===== src/hw/rtl/sgbq_pkg.sv =====
package sgbq_pkg;

	localparam int LAT_W     = 18;
	localparam int LON_W     = 20;
	localparam int ALT_W     = 17;
	localparam int STEP_W    = 16;
	localparam int CMD_W     = 2;
	localparam int STATUS_W  = 2;
	localparam int NUM_W     = 10;
	localparam int CFG_IDX_W = 2;
	localparam int ROW_W     = 6;
	localparam int COL_W     = 7;
	localparam int LAYER_W   = 4;

	localparam int LATP_W = 23;
	localparam int CLAT_W = LATP_W + 1;
	localparam int LONP_W = 24;
	localparam int CLON_W = LONP_W + 2;
	localparam int CALT_W = 21;

	localparam int LON_OFFSET = 360 * 1024;

	localparam int DEF_MAX_SECTORS   = 1024;
	localparam int DEF_GRID_ROWS     = 64;
	localparam int DEF_GRID_COLUMNS  = 128;
	localparam int DEF_GRID_LAYERS   = 16;
	localparam int DEF_CELL_CAPACITY = 32;

	localparam int QUEUE_DEPTH = 2;
	localparam int QPTR_W      = $clog2(QUEUE_DEPTH);
	localparam int QCNT_W      = $clog2(QUEUE_DEPTH + 1);

	localparam logic [STEP_W-1:0] LAT_STEP_RESET = 16'd1024;
	localparam logic [STEP_W-1:0] LON_STEP_RESET = 16'd1024;
	localparam logic [STEP_W-1:0] ALT_STEP_RESET = 16'd1000;

	localparam logic [CFG_IDX_W-1:0] REG_LAT_STEP = 2'd0;
	localparam logic [CFG_IDX_W-1:0] REG_LON_STEP = 2'd1;
	localparam logic [CFG_IDX_W-1:0] REG_ALT_STEP = 2'd2;

	typedef enum logic [CMD_W-1:0] {
		CMD_VERTEX = 2'd0,
		CMD_CLOSE  = 2'd1,
		CMD_QUERY  = 2'd2,
		CMD_CLEAR  = 2'd3
	} cmd_t;

	typedef enum logic [STATUS_W-1:0] {
		ST_OK    = 2'd0,
		ST_FULL  = 2'd1,
		ST_EMPTY = 2'd2
	} status_t;

	typedef enum logic [1:0] {
		B_IDLE,
		B_SCAN,
		B_READ,
		B_SEND
	} back_state_t;

	typedef struct packed {
		logic signed [CLAT_W-1:0] lat_lo;
		logic signed [CLAT_W-1:0] lat_hi;
		logic signed [CLON_W-1:0] lon_lo;
		logic signed [CLON_W-1:0] lon_hi;
		logic [CALT_W-1:0]        alt_lo;
		logic [CALT_W-1:0]        alt_hi;
	} cell_t;

	typedef struct packed {
		cmd_t                    cmd;
		logic signed [LAT_W-1:0] vlat;
		logic signed [LON_W-1:0] vlon;
		logic [ALT_W-1:0]        band_lo;
		logic [ALT_W-1:0]        band_hi;
		logic                    in_grid;
		cell_t                   bounds;
	} op_t;

	typedef struct packed {
		logic signed [LAT_W-1:0] south;
		logic signed [LAT_W-1:0] north;
		logic signed [LON_W-1:0] west;
		logic signed [LON_W-1:0] east;
		logic [ALT_W-1:0]        alt_floor;
		logic [ALT_W-1:0]        alt_ceiling;
	} box_t;

	typedef struct packed {
		status_t          status;
		logic             hit;
		logic [NUM_W-1:0] num;
		logic             last;
		logic             ovf;
	} res_t;

	typedef struct packed {
		logic full;
		logic empty;
	} q_stat_t;

endpackage


===== src/hw/rtl/sgbq_queue.sv =====
module sgbq_queue
	import sgbq_pkg::*;
(
	input  logic    clk,
	input  logic    arst_n,
	input  logic    push,
	input  op_t     wr_op,
	input  logic    pop,
	output op_t     rd_op,
	output q_stat_t stat
);

	op_t               mem_q [QUEUE_DEPTH];
	logic [QPTR_W-1:0] wr_ptr_q;
	logic [QPTR_W-1:0] rd_ptr_q;
	logic [QCNT_W-1:0] cnt_q;
	logic              do_push;
	logic              do_pop;

	assign stat.full  = (cnt_q == QCNT_W'(QUEUE_DEPTH));
	assign stat.empty = (cnt_q == '0);
	assign do_push    = push && !stat.full;
	assign do_pop     = pop && !stat.empty;
	assign rd_op      = mem_q[rd_ptr_q];

	always_ff @(posedge clk or negedge arst_n) begin
		if (!arst_n) begin
			wr_ptr_q <= '0;
			rd_ptr_q <= '0;
			cnt_q    <= '0;
		end else begin
			if (do_push) begin
				wr_ptr_q <= (wr_ptr_q == QPTR_W'(QUEUE_DEPTH - 1)) ? '0 : wr_ptr_q + 1'b1;
			end
			if (do_pop) begin
				rd_ptr_q <= (rd_ptr_q == QPTR_W'(QUEUE_DEPTH - 1)) ? '0 : rd_ptr_q + 1'b1;
			end
			if (do_push && !do_pop) begin
				cnt_q <= cnt_q + 1'b1;
			end else if (do_pop && !do_push) begin
				cnt_q <= cnt_q - 1'b1;
			end
		end
	end

	always_ff @(posedge clk) begin
		if (do_push) begin
			mem_q[wr_ptr_q] <= wr_op;
		end
	end

endmodule


===== config.mk =====
export PLATFORM = sky130hd
export DESIGN_NAME = sgbq_queue
export DESIGN_NICKNAME = d
export VERILOG_FILES = /design/src/hw/rtl/sgbq_pkg.sv /design/src/hw/rtl/sgbq_queue.sv
export SDC_FILE = /design/constraint.sdc
export NUM_CORES = 1
export LEC_CHECK = 0
export BUFFER_PORTS_ARGS = -buffer_cell sky130_fd_sc_hd__buf_2
export CAP_MARGIN = 30
export CORE_MARGIN = 2
export CORE_UTILIZATION = 52
export DETAILED_ROUTE_END_ITERATION = 8
export PLACE_DENSITY = 0.83
export SLEW_MARGIN = 20
export SYNTH_ARGS = -nofsm -noshare
export SYNTH_HDL_FRONTEND = slang
export SYNTH_SLANG_ARGS = --single-unit

===== constraint.sdc =====
create_clock -name clk -period 12 [get_ports clk]
set_clock_uncertainty 0.1 [all_clocks]
set_input_delay 0.6 -clock clk [delete_from_list [all_inputs] [get_ports clk]]
set_output_delay 0.6 -clock clk [all_outputs]
set_load 0.01 [all_outputs]

==> impl_metrics.json <==
{
  "outcome": "finished clean",
  "final_common_cell": "buf_2",
  "postLayoutSetupSlackWorst_ps": 7870,
  "fp.dieW_microns": 181,
  "seqPwrFrac": 0.440,
  "pwr-share-comb": 0.309,
  "ant_nets": 0,
  "maxCapViolCount": 0,
  "grt_pass1_wl_microns": 50800,
  "p_switching_mw": 1.47,
  "ys_warn_count": 0,
  "p_leak_nw": 7.91,
  "syn_avg_cell_area_sq_um": 23.5,
  "insertion_delay_ps": 530,
  "cp_data_required_time_ps": 11300,
  "drtPass1Iterations": 4,
  "cts_sinks": 438,
  "p_total_mw": 5.03,
  "ir_drop_mv": 0.177,
  "synth.distinct_cells": 17,
  "grt_pass1_vias": 8835,
  "crit_path_end_kind": "output pin",
  "holdBufCountCts": 1,
  "dp_cells": 1515,
  "core_area_sq_um": 30700,
  "grt_usage": 0.205,
  "holdWs_ps": 154,
  "p_clk_frac": 0.251,
  "startpoint_type": "register",
  "rsz0062_at_grt": "no",
  "clk_pin_slew_worst_paths_ps": 60,
  "finalHoldViolations": 0,
  "nNetsFinal": 1393,
  "grt_max_degree": 76,
  "numCtsBuffers": 44,
  "switching_share": 0.291,
  "h-tree-depth": 2,
  "min_path_type": "in2reg",
  "wl_met3_microns": 3230,
  "power_density_nw_per_um2": 247,
  "synthCells": 694,
  "worstMarginPinSlew_ps": 894,
  "met2WireLength_microns": 18000,
  "cp.arrival_ps": 3430,
  "grt_remaining_overflow": 0,
  "tritoncts": "built",
  "seq_area_frac_synth": 0.806,
  "top_layer": "met5",
  "cts_setup_buffers": 0,
  "fmax_mhz": 242,
  "wire_per_inst_microns": 21.7,
  "portBuffers": 439,
  "initial_core_util": 0.530,
  "finalCriticalPeriod_ps": 4130,
  "met1_length_microns": 12400,
  "wirelength_microns": 34800,
  "fin_cells": 1602,
  "clock_path_buffers": 3,
  "drive_above_1_share": 0.607,
  "rows": 64,
  "finalSetupViolCount": 0,
  "finalCritPeriodShare": 0.344,
  "internal_power_mw": 3.57,
  "gp_congestion": 0.866,
  "pre_cts_slack_ps": 8210,
  "antenna_found_initial": 5,
  "io_pins": 440,
  "syn_nets": 916,
  "slew_headroom": 0.403,
  "die_area_sq_um": 32800,
  "synth.cell_area_sq_um": 16300,
  "layout_common_cells": "439 x buf_2, 434 x edfxtp_1, 117 x mux2_2",
  "dr_total_vias": 8374,
  "finalMaxSlewViolations": 0,
  "synth_seq_cells": 438,
  "syn_to_final_growth_pct": 25.0,
  "critPathKind": "reg2out",
  "ctsResizeCount": 0,
  "fin_tns_setup_ps": 0,
  "die_h_microns": 181,
  "drtIter0Drc": 536,
  "cts_root_buf": "clkbuf_16",
  "cp_max_fo": 58,
  "routed_via_density": 5.23,
  "drc": 0,
  "place_hpwl_microns": 24200
}
-- sequential cells by signal, indices dropped and copies added (netlist names) --
signal,flops
mem_q,434
cnt_q,2
rd_ptr_q,1
wr_ptr_q,1
-- worst max-delay path: stages, from the launching register on --
cell and delay, ps:
dfrtp_4 840, buf_4 720, buf_4 420, buf_16 320, mux2_2 400, buf_2 150
-- cell usage after synthesis --
master / instances / area (sq um)
buf_4: 2 / 15.0
mux2_4: 100 / 1500
nand2_1: 1 / 3.75
and3_1: 1 / 6.26
nor2_1: 3 / 11.3
xnor2_1: 3 / 26.3
buf_8: 10 / 150
mux2_2: 117 / 1320
o21ai_0: 1 / 5.00
dfrtp_1: 4 / 100
buf_6: 2 / 22.5
xor2_1: 2 / 17.5
edfxtp_1: 434 / 13000
buf_2: 10 / 50.1
ha_1: 1 / 12.5
inv_1: 2 / 7.51
nand2b_1: 1 / 6.26
-- stage by stage --
| stage | utilization | cell area, sq um |
|---|---|---|
| floorplan | - | 16300 |
| global placement | 0.612 | 18800 |
| detailed placement | 0.614 | 18900 |
| CTS | 0.657 | 20200 |
| global route | 0.662 | 20300 |
| finish | 0.662 | 20400 |
-- final timing paths --
check,start,depth (start not counted),end,slack [ps]
hold / removal,wr_op[30],1,mem_q[0][30],150
setup / recovery,rd_ptr_q,5,rd_op[204],7870
hold reg to reg,cnt_q[1],1,cnt_q[1],440
min in group asynchronous,arst_n,2,cnt_q[0],330
setup reg to reg,cnt_q[0],6,mem_q[0][100],8660
max in group asynchronous,arst_n,2,rd_ptr_q,11320
-- cell type report --
cell class / instances / area (sq um)
Antenna cell: 5 / 12.5
Clock buffer: 53 / 1160
Clock inverter: 23 / 166
Fill cell: 2009 / 10400
Inverter: 2 / 7.51
Multi-Input combinational cell: 230 / 2920
Sequential cell: 438 / 13100
Tap cell: 396 / 495
Timing Repair Buffer: 455 / 2460
-- layer usage --
metal,track usage,vias to the layer above
met2,0.365,443
met1,0.231,4116
li1,-,3730
met5,0,-
met3,0.0645,83
met4,0.0793,2
-- cells by family after synthesis --
kind of cell,synth area share
flops,0.806
mux,0.173
buf+inv,0.0151
xor+xnor,0.00269
simple gates,0.00169
compound gates,0.000307
fa+ha+maj,0.000768
-- power by group through the flow --
stage          Sequential (mW)  Combinational [mW]  Clock (mW)
2_1_floorplan             2.29                1.05           0
3_3_place_gp              2.23                1.49           0
3_5_place_dp              2.25                1.53           0
4_1_cts                   2.23                1.54        1.29
5_1_grt                   2.24                1.66        1.35
6_report                  2.22                1.56        1.26
(Power assumes the default switching activity.)
